[src/hdl/bddf_pkg.sv]
package bddf_pkg;

    localparam int TIME_WIDTH = 32;
    localparam int PORT_W     = 16;
    localparam int CFG_W      = 32;
    localparam int IDX_W      = 3;
    localparam int CMP_W      = (TIME_WIDTH > CFG_W) ? TIME_WIDTH : CFG_W;

    localparam logic [IDX_W-1:0] REG_PIN_MASK   = IDX_W'(0);
    localparam logic [IDX_W-1:0] REG_PIN_INVERT = IDX_W'(1);
    localparam logic [IDX_W-1:0] REG_DEBOUNCE   = IDX_W'(2);
    localparam logic [IDX_W-1:0] REG_RISE_WAIT  = IDX_W'(3);
    localparam logic [IDX_W-1:0] REG_FALL_WAIT  = IDX_W'(4);

    localparam logic [PORT_W-1:0] PIN_MASK_RST = PORT_W'(1);
    localparam logic [CFG_W-1:0]  DEBOUNCE_RST = CFG_W'(50);

    typedef logic [TIME_WIDTH-1:0] t_time;

    typedef struct packed {
        logic [PORT_W-1:0] pin_mask;
        logic              pin_invert;
        logic [CFG_W-1:0]  debounce_ticks;
        logic [CFG_W-1:0]  rise_wait;
        logic [CFG_W-1:0]  fall_wait;
    } t_cfg;

    typedef struct packed {
        logic pressed;
        logic just_pressed;
        logic just_released;
        logic pressed_long;
        logic released_long;
    } t_result;

    function automatic logic [CMP_W-1:0] ext_time(input t_time t);
        logic [CMP_W-1:0] r;
        r = '0;
        r[TIME_WIDTH-1:0] = t;
        return r;
    endfunction

    function automatic logic [CMP_W-1:0] ext_cfg(input logic [CFG_W-1:0] v);
        logic [CMP_W-1:0] r;
        r = '0;
        r[CFG_W-1:0] = v;
        return r;
    endfunction

endpackage

[src/hdl/bddf_in_if.sv]
interface bddf_in_if;
    logic                          valid;
    logic                          ready;
    logic [bddf_pkg::PORT_W-1:0]   port_word;
    logic [31:0]                   hold_ticks;

    modport source(output valid, output port_word, output hold_ticks, input ready);
    modport sink(input valid, input port_word, input hold_ticks, output ready);
endinterface

[src/hdl/bddf_out_if.sv]
interface bddf_out_if;
    logic valid;
    logic ready;
    logic pressed;
    logic just_pressed;
    logic just_released;
    logic pressed_long;
    logic released_long;

    modport source(output valid, output pressed, output just_pressed, output just_released,
                   output pressed_long, output released_long, input ready);
    modport sink(input valid, input pressed, input just_pressed, input just_released,
                 input pressed_long, input released_long, output ready);
endinterface

[src/hdl/bddf_cfg.sv]
module bddf_cfg (
    input  logic                         i_clk,
    input  logic                         i_rst_n,
    input  logic                         i_cfg_we,
    input  logic [bddf_pkg::IDX_W-1:0]   i_cfg_idx,
    input  logic [bddf_pkg::CFG_W-1:0]   i_cfg_data,
    output bddf_pkg::t_cfg               o_cfg
);
    import bddf_pkg::*;

    t_cfg r_cfg;

    always_ff @(posedge i_clk) begin
        if (!i_rst_n) begin
            r_cfg.pin_mask       <= PIN_MASK_RST;
            r_cfg.pin_invert     <= 1'b1;
            r_cfg.debounce_ticks <= DEBOUNCE_RST;
            r_cfg.rise_wait      <= '0;
            r_cfg.fall_wait      <= '0;
        end else if (i_cfg_we) begin
            unique case (i_cfg_idx)
                REG_PIN_MASK:   r_cfg.pin_mask       <= i_cfg_data[PORT_W-1:0];
                REG_PIN_INVERT: r_cfg.pin_invert     <= i_cfg_data[0];
                REG_DEBOUNCE:   r_cfg.debounce_ticks <= i_cfg_data;
                REG_RISE_WAIT:  r_cfg.rise_wait      <= i_cfg_data;
                REG_FALL_WAIT:  r_cfg.fall_wait      <= i_cfg_data;
                default: ;
            endcase
        end
    end

    assign o_cfg = r_cfg;

endmodule

[src/hdl/bddf_core.sv]
module bddf_core (
    input  logic                         i_clk,
    input  logic                         i_rst_n,
    input  bddf_pkg::t_cfg               i_cfg,
    input  logic                         i_step,
    input  logic [bddf_pkg::PORT_W-1:0]  i_port_word,
    input  logic [31:0]                  i_hold_ticks,
    output bddf_pkg::t_result            o_result
);
    import bddf_pkg::*;

    localparam t_time TIME_MAX = '1;

    logic  r_deb;
    logic  r_filt;
    t_time r_ticks;

    logic  n_deb;
    logic  n_filt;
    t_time n_ticks;

    logic  raw;
    t_time inc;
    logic  chg;
    logic [CMP_W-1:0] inc_x;
    logic [CMP_W-1:0] el_x;

    always_comb begin
        raw     = (|(i_port_word & i_cfg.pin_mask)) ^ i_cfg.pin_invert;
        inc     = (r_ticks == TIME_MAX) ? r_ticks : r_ticks + t_time'(1);
        inc_x   = ext_time(inc);
        chg     = (inc_x >= ext_cfg(i_cfg.debounce_ticks)) && (raw != r_deb);
        n_deb   = chg ? raw : r_deb;
        n_ticks = chg ? '0 : inc;
        el_x    = ext_time(n_ticks);
        n_filt  = r_filt;
        if (n_deb) begin
            if (el_x >= ext_cfg(i_cfg.rise_wait)) n_filt = 1'b1;
        end else begin
            if (el_x >= ext_cfg(i_cfg.fall_wait)) n_filt = 1'b0;
        end
        o_result.pressed       = n_filt;
        o_result.just_pressed  = n_filt && !r_filt;
        o_result.just_released = !n_filt && r_filt;
        o_result.pressed_long  = n_filt && (el_x >= ext_cfg(i_hold_ticks));
        o_result.released_long = !n_filt && (el_x >= ext_cfg(i_hold_ticks));
    end

    always_ff @(posedge i_clk) begin
        if (!i_rst_n) begin
            r_deb   <= 1'b0;
            r_filt  <= 1'b0;
            r_ticks <= '0;
        end else if (i_step) begin
            r_deb   <= n_deb;
            r_filt  <= n_filt;
            r_ticks <= n_ticks;
        end
    end

endmodule

[src/hdl/button_debounce_delay_filter_unit.sv]
// Button debouncer with lockout and rise/fall delay filter.
// i_in: one beat per timer tick, carrying the sampled port word and the
//   hold-time threshold for the long-press and long-release queries.
// o_out: one beat per input beat, in order: filtered level, press and
//   release edges, pressed-long and released-long flags.
// Configuration: write i_cfg_idx/i_cfg_data with i_cfg_we high; registers are
//   pin mask, pin inversion, lockout ticks, rise wait, fall wait. Write only
//   while no tick is in flight.
// Path: a beat accepted into the input register is evaluated against the
//   debounce state, and its result is registered in the output register
//   once the output stage is free; the result is offered from that register.
// Throughput: one beat per cycle while o_out is taken; the state update is
//   a single increment and a few compares between input and result registers.
// Reset: synchronous, active low; clears the debounced and filtered levels,
//   the elapsed counter, both pipeline stages and loads the default registers.
// Stall: while o_out is not taken, the result holds and the input register
//   still fills; i_in.ready drops only when both stages are full.
module button_debounce_delay_filter_unit (
    input  logic                         i_clk,
    input  logic                         i_rst_n,
    bddf_in_if.sink                      i_in,
    bddf_out_if.source                   o_out,
    input  logic                         i_cfg_we,
    input  logic [bddf_pkg::IDX_W-1:0]   i_cfg_idx,
    input  logic [bddf_pkg::CFG_W-1:0]   i_cfg_data
);
    import bddf_pkg::*;

    t_cfg    cfg;
    t_result res;

    logic              r_in_vld;
    logic [PORT_W-1:0] r_port_word;
    logic [31:0]       r_hold_ticks;
    logic              r_out_vld;
    t_result           r_res;

    logic out_free;
    logic step;
    logic in_free;

    assign out_free = !r_out_vld || o_out.ready;
    assign step     = r_in_vld && out_free;
    assign in_free  = !r_in_vld || step;

    assign i_in.ready = in_free;

    bddf_cfg u_cfg (
        .i_clk      (i_clk),
        .i_rst_n    (i_rst_n),
        .i_cfg_we   (i_cfg_we),
        .i_cfg_idx  (i_cfg_idx),
        .i_cfg_data (i_cfg_data),
        .o_cfg      (cfg)
    );

    bddf_core u_core (
        .i_clk        (i_clk),
        .i_rst_n      (i_rst_n),
        .i_cfg        (cfg),
        .i_step       (step),
        .i_port_word  (r_port_word),
        .i_hold_ticks (r_hold_ticks),
        .o_result     (res)
    );

    always_ff @(posedge i_clk) begin
        if (!i_rst_n) begin
            r_in_vld <= 1'b0;
        end else if (in_free) begin
            r_in_vld <= i_in.valid;
        end
    end

    always_ff @(posedge i_clk) begin
        if (in_free && i_in.valid) begin
            r_port_word  <= i_in.port_word;
            r_hold_ticks <= i_in.hold_ticks;
        end
    end

    always_ff @(posedge i_clk) begin
        if (!i_rst_n) begin
            r_out_vld <= 1'b0;
        end else if (out_free) begin
            r_out_vld <= r_in_vld;
        end
    end

    always_ff @(posedge i_clk) begin
        if (step) begin
            r_res <= res;
        end
    end

    assign o_out.valid         = r_out_vld;
    assign o_out.pressed       = r_res.pressed;
    assign o_out.just_pressed  = r_res.just_pressed;
    assign o_out.just_released = r_res.just_released;
    assign o_out.pressed_long  = r_res.pressed_long;
    assign o_out.released_long = r_res.released_long;

endmodule

[src/flat_wrapper.sv]
// flat-port wrapper written by rule: the top's interface ports become plain ports
module button_debounce_delay_filter_unit_flat import bddf_pkg::*;
  (i_clk, i_rst_n, i_cfg_we, i_cfg_idx, i_cfg_data, i_in_valid, i_in_port_word, i_in_hold_ticks, i_in_ready, o_out_valid, o_out_pressed, o_out_just_pressed, o_out_just_released, o_out_pressed_long, o_out_released_long, o_out_ready);
  bddf_in_if i_in_i ();
  bddf_out_if o_out_i ();
  input  logic i_clk;
  input  logic i_rst_n;
  input  logic i_cfg_we;
  input  logic [bddf_pkg::IDX_W-1:0] i_cfg_idx;
  input  logic [bddf_pkg::CFG_W-1:0] i_cfg_data;
  input wire logic [$bits(i_in_i.valid)-1:0] i_in_valid;
  input wire logic [$bits(i_in_i.port_word)-1:0] i_in_port_word;
  input wire logic [$bits(i_in_i.hold_ticks)-1:0] i_in_hold_ticks;
  output wire logic [$bits(i_in_i.ready)-1:0] i_in_ready;
  output wire logic [$bits(o_out_i.valid)-1:0] o_out_valid;
  output wire logic [$bits(o_out_i.pressed)-1:0] o_out_pressed;
  output wire logic [$bits(o_out_i.just_pressed)-1:0] o_out_just_pressed;
  output wire logic [$bits(o_out_i.just_released)-1:0] o_out_just_released;
  output wire logic [$bits(o_out_i.pressed_long)-1:0] o_out_pressed_long;
  output wire logic [$bits(o_out_i.released_long)-1:0] o_out_released_long;
  input wire logic [$bits(o_out_i.ready)-1:0] o_out_ready;
  assign i_in_i.valid = i_in_valid;
  assign i_in_i.port_word = i_in_port_word;
  assign i_in_i.hold_ticks = i_in_hold_ticks;
  assign i_in_ready = i_in_i.ready;
  assign o_out_valid = o_out_i.valid;
  assign o_out_pressed = o_out_i.pressed;
  assign o_out_just_pressed = o_out_i.just_pressed;
  assign o_out_just_released = o_out_i.just_released;
  assign o_out_pressed_long = o_out_i.pressed_long;
  assign o_out_released_long = o_out_i.released_long;
  assign o_out_i.ready = o_out_ready;
  button_debounce_delay_filter_unit u_core (.i_clk(i_clk), .i_rst_n(i_rst_n), .i_in(i_in_i), .o_out(o_out_i), .i_cfg_we(i_cfg_we), .i_cfg_idx(i_cfg_idx), .i_cfg_data(i_cfg_data));
endmodule
[config.mk]
export PLATFORM = sky130hd
export DESIGN_NAME = button_debounce_delay_filter_unit_flat
export DESIGN_NICKNAME = d
export VERILOG_FILES = /design/src/hdl/bddf_pkg.sv /design/src/hdl/bddf_in_if.sv /design/src/hdl/bddf_out_if.sv /design/src/hdl/bddf_cfg.sv /design/src/hdl/bddf_core.sv /design/src/hdl/button_debounce_delay_filter_unit.sv /design/src/flat_wrapper.sv
export SDC_FILE = /design/constraint.sdc
export NUM_CORES = 1
export LEC_CHECK = 0
export BUFFER_PORTS_ARGS = -buffer_cell sky130_fd_sc_hd__buf_2
export CAP_MARGIN = 20
export CELL_PAD_IN_SITES_DETAIL_PLACEMENT = 0
export CELL_PAD_IN_SITES_GLOBAL_PLACEMENT = 1
export CORE_ASPECT_RATIO = 0.5
export CORE_UTILIZATION = 35
export DETAILED_ROUTE_END_ITERATION = 16
export PLACE_DENSITY_LB_ADDON = 0.25
export SYNTH_ARGS = -nofsm -noshare
export SYNTH_HDL_FRONTEND = slang
export SYNTH_SLANG_ARGS = --single-unit
[constraint.sdc]
create_clock -name i_clk -period 5.4 [get_ports i_clk]
set_input_delay 0.81 -clock i_clk [delete_from_list [all_inputs] [get_ports i_clk]]
set_output_delay 0.81 -clock i_clk [all_outputs]
set_load 0.005 [all_outputs]
==> flow_summary.toml, run 1 <==
[run_status]
status = "finished, violations left"
violations = "negative setup slack"

[logic_synthesis]
ys_warn_count = 0
syn-num-nets = 1522
async_flop_share_pct = 0
netlist_area_sq_mm = 0.0111
synth_top_family_by_area = "simple AND/OR/NAND/NOR gates"
synth-seq-cells = 202
synth.top_cell.area_share_pct = 26.8
synth.area.top_cells = "dfxtp_1 (27%), ha_1 (15%), edfxtp_1 (14%)"
synthAdderAreaFrac_pct = 14.5
synth.most_common_cell = "nand2_1"
ys_top_cells_by_count = "nand2_1 (281), dfxtp_1 (149), a21oi_1 (143)"
yosysSeqAreaShare_pct = 41.2
synthMuxAreaShare_pct = 0.360
synthSimpleGateAreaFrac_pct = 20.1
synth_edf_count = 53
ys.flop_type = "dfxtp_1"
synth_cells = 1305
synth.avg_cell_area_sq_um = 8.52
synth_xor_area_share_pct = 2.41
synth_cell_types = 62
synth_compound_area_share_pct = 14.9
synth.largest_area_cell = "dfxtp_1"

[clock_tree]
cts_tree = "done"
clk_path_buf_depth = 3
cts.sinks = 202
clkTransAtPathRegs_ns = 0.07
cts-root-buf = "clkbuf_16"
cts_max_level = 1
cts_hold_buf = 0
clk_latency_ns = 0.52
cts_buffers = 21

[flow_run]
drv_cap = 0

[pwr]
leakagePower_nw = 6.44
p_per_area_mw_per_mm2 = 234
p_comb_share_pct = 8.8
ir_worst_vdd_uv = 198
power_frac_seq_pct = 46.9
clkPwrFrac_pct = 44.2
p_total_mw = 3.45
p_sw_share_pct = 25.2
switching_power_mw = 0.868
p_int_mw = 2.58

[timing]
rsz0062_at_grt = "yes"
skew_ns = 0.0203
worst_slack_ns = -0.238
period_share_pct = 104
timing.fmax_mhz = 177
whs_ns = 0.454
hold_violations = 0
worstMarginPinSlew_ns = 1.02
min_period_ns = 5.64
relSlewSlack_pct = 32.2
final_max_slew_viol_count = 0
setup-violations-final = 6

[layout]
nets = 1771
synthToLayoutAreaGrowth_pct = 32.8
layout-drive-gt1-share_pct = 27.5
fin_cells = 1992
post-route-util_pct = 47.9
insertedDiodeCount = 0

[global_route]
grt.total_usage_pct = 22.1
grt_start_max_net_pins = 71
grt_first_pass_wirelength_um = 55100
grt_overflow = 0
grt_pass1_vias = 10000
antenna_found_initial = 0

[critical_path]
worstPathArrival_ns = 5.91
crit_fanout = 6
endpoint_kind = "register"
r2r_start = "u_core.u_core.r_ticks[0]"
startpoint_type = "register"
regToRegSetupSlack_ns = -0.24
reg2regPathDepth = 26
r2r-end = "u_core.o_out.released_long"
worstPathRequired_ns = 5.67
path_class = "register to register"

[placed_design]
hpwl_um = 26300
placed_cells = 1934
routabilityCongestion = 0.880
place.port_buffers = 94

[detailed_routing]
drt_iter0_drc = 516
drc = 0
avgViaCountPerCell = 4.99
vias = 9946
dr.pass1.iters = 5
wl_per_cell_um = 17.8
ant_nets = 0
finalWirelength_um = 35500

[die]
fp-row-count = 45
start_util_pct = 36.1
fp.dieH_um = 128
core-area_sq_mm = 0.0308
dieArea_sq_mm = 0.0325
fp.dieW_um = 254
top_level_ports = 95

[min_path]
hold_class = "register to register"
min_to = "u_core.u_cfg.o_cfg[47]"
hold_path_depth = 2
holdCritStartpoint = "u_core.u_cfg.o_cfg[47]"
-- cell usage in the layout (no fill, tap or decap), types with 15 or more instances in the layout --
master,Yosys,final
a21o_1,28,28
nand3_1,33,26
nand2_1,281,278
and2_4,0,15
o21ai_0,25,21
nor2_1,45,37
dfxtp_1,149,140
nand4_1,27,27
edfxtp_1,53,53
inv_1,140,138
buf_4,0,175
ha_4,0,17
clkbuf_16,0,22
a21oi_1,143,135
buf_2,6,94
ha_1,129,112
-- routing by layer --
layer  part of all wire [%]  global-route usage, %  up-vias
li1                       -                      -     4983
met1                     49                   30.9     4754
met2                     45                   37.0      179
met3                    3.8                   3.15       30
met4                    1.2                   3.19        0
met5                      0                      0        -
-- logic make-up (layout without fill, tap and decap cells) --
group	after synthesis	after routing
and+or+nand+nor	481	481
AOI/OAI and AO/OA	269	269
DFF	202	202
buffers and inverters	191	455
adders and majority gates	129	129
xor gates and xnor gates	29	29
muxes	4	4
-- area by class of cell --
| type | count | area (sq um) |
|---|---|---|
| fill | 3028 | 16000 |
| multi-input combinational | 912 | 6510 |
| sequential | 202 | 4590 |
| timing repair buffer | 277 | 1910 |
| tap | 423 | 529 |
| inverter | 140 | 527 |
| clock buffer | 21 | 526 |
| clock inverter | 17 | 174 |
-- stage by stage --
stage,instance area [sq um],setup slack (ns),TNS (ns)
detailed placement,13200,-1.07,-5.78
floorplan,11200,0.00152,0
global route,14800,-0.435,-2.26
global placement,13200,-1.19,-6.37
finish,14800,-0.238,-0.919
CTS,14500,-0.195,-0.807
-- state kept, by name, indices dropped and copies added, names as in the netlist --
register / cells
u_core.r_port_word: 16
u_core.u_cfg.o_cfg: 113
u_core.o_out.pressed_long: 1
u_core.o_out.just_pressed: 1
u_core.r_hold_ticks: 32
u_core.u_core.r_ticks: 32
u_core.r_in_vld: 1
u_core.o_out.valid: 1
u_core.o_out.just_released: 1
u_core.u_core.r_deb: 1
u_core.o_out.released_long: 1
u_core.u_core.r_filt: 1
u_core.o_out.pressed: 1
-- worst max-delay path, stage by stage (launching register included) --
cell,delay (ns)
dfxtp_2,0.36
ha_4,0.13
and3_4,0.16
and3_4,0.20
and3_4,0.22
nor2_4,0.06
and3_4,0.17
xor2_1,0.15
ha_1,0.31
nand4_1,0.18
or4_4,0.59
nor4_4,0.18
buf_4,0.16
o31a_1,0.24
o21ai_4,0.14
buf_12,0.16
buf_8,0.12
and2_4,0.15
buf_4,0.13
ha_1,0.19
a21oi_1,0.14
o21ai_0,0.17
a31oi_1,0.22
nand4_1,0.23
a21o_1,0.23
o311a_4,0.16
o21ba_4,0.22
-- worst max path at each step --
| stage | to | slack (ns) | start |
|---|---|---|---|
| 6_report | u_core.o_out.released_long | -0.24 | u_core.u_core.r_ticks[0] |
| 3_3_place_gp | u_core.o_out.pressed_long | -1.19 | u_core.u_core.r_ticks[6] |
| 3_5_place_dp | u_core.o_out.pressed_long | -1.07 | u_core.u_core.r_ticks[6] |
| 5_1_grt | u_core.o_out.released_long | -0.43 | u_core.u_core.r_ticks[5] |
| 2_1_floorplan | u_core.o_out.pressed_long | 0.002 | u_core.u_core.r_ticks[0] |
| 4_1_cts | u_core.o_out.released_long | -0.19 | u_core.u_core.r_ticks[6] |
-- power groups by stage --
stage | Combinational, mW | Clock [mW] | Sequential (mW)
floorplan | 0.137 | 0 | 1.64
global placement | 0.270 | 0 | 1.65
detailed placement | 0.276 | 0 | 1.65
CTS | 0.299 | 1.57 | 1.62
global route | 0.335 | 1.63 | 1.62
finish | 0.305 | 1.53 | 1.62
-- what timing repair did --
| item | 4_1_cts | 5_1_grt |
|---|---|---|
| hold endpoints to repair | 0 | 0 |
| gates cloned | 0 | 1 |
| setup endpoints to repair | 6 | 6 |
| gates resized for setup | 95 | 37 |
| setup buffers | 13 | 6 |
| pin swaps | 25 | 9 |
Note: power is estimated with default switching activity, not from simulation.
==> run 2: changes to the inputs <==
--- a/config.mk
+++ b/config.mk
@@ -12,6 +12,7 @@
 export CORE_ASPECT_RATIO = 0.5
 export CORE_UTILIZATION = 35
 export DETAILED_ROUTE_END_ITERATION = 16
+export MAX_ROUTING_LAYER = met4
 export PLACE_DENSITY_LB_ADDON = 0.25
 export SYNTH_ARGS = -nofsm -noshare
 export SYNTH_HDL_FRONTEND = slang
==> flow_summary.toml, run 2 (synthesis gave the netlist of run 1 again) <==
[clock_tree]
cts_tree = "done"
cts.sinks = 202
cts_max_level = 1
clk_latency_ns = 0.54
clk_path_buf_depth = 3
cts_buffers = 22
clkTransAtPathRegs_ns = 0.07
cts-root-buf = "clkbuf_16"

[min_path]
hold_class = "primary input to register"
hold_path_depth = 1
min_to = "u_core.r_hold_ticks[9]"
holdCritStartpoint = "i_in_hold_ticks[9]"

[critical_path]
crit_fanout = 7
r2r_start = "u_core.u_core.r_ticks[1]"
critPathBufInv = 6
r2r-end = "u_core.o_out.released_long"
cpMaxStageDelayCell = "or4_4"
reg2regPathDepth = 26
regToRegSetupSlack_ns = -0.27
startpoint_type = "register"
cp-startpoint = "u_core.u_core.r_ticks[1]"
worstPathRequired_ns = 5.68
endpoint_kind = "register"
path_class = "register to register"
critPathTopFamily = "simple AND/OR/NAND/NOR gates"
slowest_delay_ns = 0.61
worstPathArrival_ns = 5.95

[placed_design]
dpl-instance-area_sq_mm = 0.0132
place.port_buffers = 94
place_ws_ns = -1.09
hpwl_um = 26100
routabilityCongestion = 0.896

[detailed_routing]
vias = 9942
ant_nets = 0
wl_per_cell_um = 18.0
dr.pass1.iters = 5
drt_iter0_drc = 534
avgViaCountPerCell = 4.99
finalWirelength_um = 35800
drc = 0

[layout]
final_cell_mix = "nand2_1 (277), buf_4 (167), inv_1 (137), dfxtp_1 (137), a21oi_1 (132)"
final_common_cell = "nand2_1"
synthToLayoutAreaGrowth_pct = 35.5
nets = 1769
layout-drive-gt1-share_pct = 29.2
final_cell_area_sq_mm = 0.0151
largest_reg_flops = 113

[global_route]
grt.total_usage_pct = 22.9
grt_overflow = 0
grt_start_max_net_pins = 61
grt_pass1_vias = 10200
antenna_found_initial = 1
grt_first_pass_wirelength_um = 55600

[die]
fp.dieW_um = 254
core-area_sq_mm = 0.0308
top_level_ports = 95
dieArea_sq_mm = 0.0325
start_util_pct = 36.1
fp-row-count = 45
fp.dieH_um = 128

[timing]
setup-violations-final = 6
rsz0062_at_grt = "yes"
whs_ns = 0.440
hold_violations = 0
skew_ns = 0.0232
timing.fmax_mhz = 176
worstMarginPinSlew_ns = 0.991
relSlewSlack_pct = 33.9
worst_slack_ns = -0.268
period_share_pct = 105
final_max_slew_viol_count = 0
min_period_ns = 5.67

[run_status]
violations = "negative setup slack"
status = "finished, violations left"

[pwr]
p_per_area_mw_per_mm2 = 231
ir_worst_vdd_uv = 191
leakagePower_nw = 6.46

[flow_run]
drv_cap = 0
run 2: cell types whose count changed in the layout (fill, tap and decap cells not counted), sizes merged:
cell | previous run | this run
clkbuf | 22 | 30
clkinv | 12 | 7
buf | 276 | 274
bufinv | 3 | 2
clkinvlp | 1 | 0
diode | 0 | 1
run 2: timing repair:
action	4_1_cts	5_1_grt
endpoints found under the hold margin	0	0
setup endpoints to repair	6	6
pin swaps	50	29
setup buffers	17	8
hold buffers	0	0
cloned	2	0
resized for setup	123	61
run 2: final cells by class:
| type | instances | area (sq um) |
|---|---|---|
| Antenna cell | 1 | 2.50 |
| Clock buffer | 30 | 601 |
| Clock inverter | 10 | 120 |
| Fill cell | 2939 | 15700 |
| Inverter | 140 | 527 |
| Multi-Input combinational cell | 912 | 6780 |
| Sequential cell | 202 | 4590 |
| Tap cell | 423 | 529 |
| Timing Repair Buffer | 274 | 1900 |
run 2: worst max-delay path by stage:
stage                                      end  slack [ns]  cells past startpoint
finish              u_core.o_out.released_long       -0.27                     26
CTS                  u_core.o_out.just_pressed       -0.20                     22
floorplan            u_core.o_out.pressed_long       0.002                     24
global placement    u_core.o_out.released_long       -1.04                     22
detailed placement   u_core.o_out.just_pressed       -1.09                     24
global route        u_core.o_out.released_long       -0.50                     26
run 2: power breakdown:
part,total (mW),switching [mW],internal [mW],leakage [nW]
clock,1.55,0.667,0.884,0.349
sequential,1.62,0.0197,1.60,1.73
combinational,0.311,0.189,0.122,4.38
run 2: through the flow:
| step | power (mW) | utilization, % | TNS [ns] | std cells |
|---|---|---|---|---|
| 3_5_place_dp | 1.92 | 42.7 | -5.92 | 1929 |
| 3_3_place_gp | 1.92 | 42.7 | -5.17 | 1928 |
| 5_1_grt | 3.62 | 48.9 | -2.44 | 1992 |
| 6_report | 3.48 | 48.9 | -1.01 | 1992 |
| 2_1_floorplan | 1.78 | - | 0 | 1305 |
| 4_1_cts | 3.50 | 47.7 | -0.878 | 1985 |
run 2: metal layers:
layer / track usage, % / up-vias / wire length [um]
li1: - / 4972 / -
met1: 30.6 / 4747 / 17500
met2: 37.2 / 180 / 16400
met3: 3.13 / 43 / 1280
met4: 4.39 / 0 / 640
met5: - / - / 0
==> run 3: changes to the inputs <==
--- a/config.mk
+++ b/config.mk
@@ -14,6 +14,7 @@
 export DETAILED_ROUTE_END_ITERATION = 16
 export MAX_ROUTING_LAYER = met4
 export PLACE_DENSITY_LB_ADDON = 0.25
+export SETUP_SLACK_MARGIN = 0.2
 export SYNTH_ARGS = -nofsm -noshare
 export SYNTH_HDL_FRONTEND = slang
 export SYNTH_SLANG_ARGS = --single-unit
==> constraint.sdc (replaced) <==
create_clock -name i_clk -period 5.4 [get_ports i_clk]
set_input_delay 0 -clock i_clk [delete_from_list [all_inputs] [get_ports i_clk]]
set_output_delay 0 -clock i_clk [all_outputs]
set_load 0.005 [all_outputs]
==> flow_summary.toml, run 3 (synthesis gave the netlist of run 1 again) <==
[global_route]
antenna_found_initial = 0
grt_first_pass_wirelength_um = 55500
grt.total_usage_pct = 22.8
grt_start_max_net_pins = 49
grt_pass1_vias = 10300
grt_overflow = 0

[timing]
relSlewSlack_pct = 30.5
rsz0062_at_grt = "yes"
min_period_ns = 5.60
worst_slack_ns = -0.202
period_share_pct = 104
worstMarginPinSlew_ns = 1.04
hold_violations = 0
skew_ns = 0.0184
whs_ns = 0.0260
setup-violations-final = 6
final_max_slew_viol_count = 0
timing.fmax_mhz = 178

[critical_path]
cpMaxStageDelayCell = "or4_4"
worstPathArrival_ns = 5.86
reg2regPathDepth = 26
path_class = "register to register"
crit_fanout = 7
cp-startpoint = "u_core.u_core.r_ticks[5]"
critPathCapture = "u_core.o_out.just_pressed"
startpoint_type = "register"
slowest_delay_ns = 0.57
regToRegSetupSlack_ns = -0.20
r2r-end = "u_core.o_out.just_pressed"
r2r_start = "u_core.u_core.r_ticks[5]"
endpoint_kind = "register"
worstPathRequired_ns = 5.66

[layout]
multi_input_area_sq_mm = 0.00675
insertedDiodeCount = 0
nFillCells = 2886
register_area_sq_mm = 0.00459
nets = 1861
post-route-util_pct = 51.6
largest_reg_flops = 113
final_common_cell = "nand2_1"
layout-drive-gt1-share_pct = 27.3
final_cell_mix = "nand2_1 (279), buf_4 (171), inv_1 (139)"
synthToLayoutAreaGrowth_pct = 43.1

[placed_design]
place.port_buffers = 94
place_ws_ns = -1.21
routabilityCongestion = 0.924
hpwl_um = 26100

[die]
fp.dieH_um = 128
top_level_ports = 95
dieArea_sq_mm = 0.0325
start_util_pct = 36.1
fp-row-count = 45
core-area_sq_mm = 0.0308
fp.dieW_um = 254

[detailed_routing]
avgViaCountPerCell = 4.95
ant_nets = 0
wl_per_cell_um = 17.3
drc = 0
vias = 10300
drt_iter0_drc = 577
finalWirelength_um = 35900
dr.pass1.iters = 5

[clock_tree]
clkTransAtPathRegs_ns = 0.07
cts_buffers = 21
clk_latency_ns = 0.53
cts.sinks = 202
cts_max_level = 1
cts-root-buf = "clkbuf_16"
clk_path_buf_depth = 3
cts_tree = "done"

[min_path]
hold_class = "primary input to register"

[pwr]
p_per_area_mw_per_mm2 = 216
leakagePower_nw = 6.87
ir_worst_vdd_uv = 184

[run_status]
status = "finished, violations left"
violations = "negative setup slack"

[flow_run]
drv_cap = 0
run 3: changes by cell type in the layout (fill, tap and decap cells not counted), sizes merged, moves of 2 or more:
cell         change
dlygate4sd3     +86
buf              +7
clkinv           -3
clkinvlp         +2
run 3: power breakdown:
group / total (mW) / switching, mW / internal [mW]
registers: 1.62 / 0.0194 / 1.60
clock network: 1.46 / 0.633 / 0.823
logic: 0.365 / 0.196 / 0.168
total: 3.44 / 0.849 / 2.59
run 3: worst min-delay path by stage:
stage / to / slack (ns) / from / cells after the start
floorplan: u_core.r_hold_ticks[0] / 0.1 / i_in_hold_ticks[0] / 0
global placement: u_core.r_hold_ticks[19] / 0.18 / i_in_hold_ticks[19] / 1
detailed placement: u_core.r_hold_ticks[10] / 0.18 / i_in_hold_ticks[10] / 1
CTS: u_core.u_cfg.o_cfg[96] / 0.004 / i_cfg_idx[2] / 5
global route: u_core.u_cfg.o_cfg[96] / 0.07 / i_cfg_idx[2] / 5
finish: u_core.u_cfg.o_cfg[96] / 0.03 / i_cfg_idx[2] / 5
run 3: critical path, delay by kind of cell, from the launching register on:
family,cells,cell delay (ns)
buffers and inverters,5,0.81
AND/OR/NAND/NOR,11,1.99
flip-flops,1,0.36
AO/OA/AOI/OAI,7,1.58
XOR/XNOR,1,0.14
adder cells (fa/ha/maj),2,0.44
run 3: timing repair:
| item | 4_1_cts | 5_1_grt |
|---|---|---|
| endpoints found under the hold margin | 163 | 0 |
| gates resized for setup | 97 | 48 |
| gates cloned | 1 | 0 |
| pin swaps | 60 | 42 |
| endpoints found under the setup margin | 6 | 6 |
| buffers inserted | 22 | 10 |
| hold buffers | 86 | 0 |
run 3: layer usage:
layer / wire length, um / share of wire (%) / vias up / track usage, %
met2: 16500 / 46 / 198 / 36.7
met3: 1340 / 3.7 / 57 / 3.29
li1: - / - / 5154 / -
met4: 923 / 2.6 / 0 / 6.09
met1: 17200 / 48 / 4902 / 29.9
met5: 0 / 0 / - / -
run 3: cell type report:
cell class,count,area share [%]
inverter,140,3.31
timing repair buffer,367,17.9
multi-input combinational,912,42.4
sequential,202,28.8
tap,423,3.33
clock inverter,7,0.409
clock buffer,31,3.79
run 3: metrics by stage:
stage | area, sq um | TNS (ns) | power (mW) | cells
CTS | 15500 | -1.12 | 3.46 | 2071
floorplan | 11300 | 0 | 1.79 | 1305
global placement | 13200 | -6.10 | 1.92 | 1924
finish | 15900 | -0.928 | 3.44 | 2082
global route | 15900 | -2.20 | 3.58 | 2082
detailed placement | 13200 | -6.27 | 1.93 | 1924
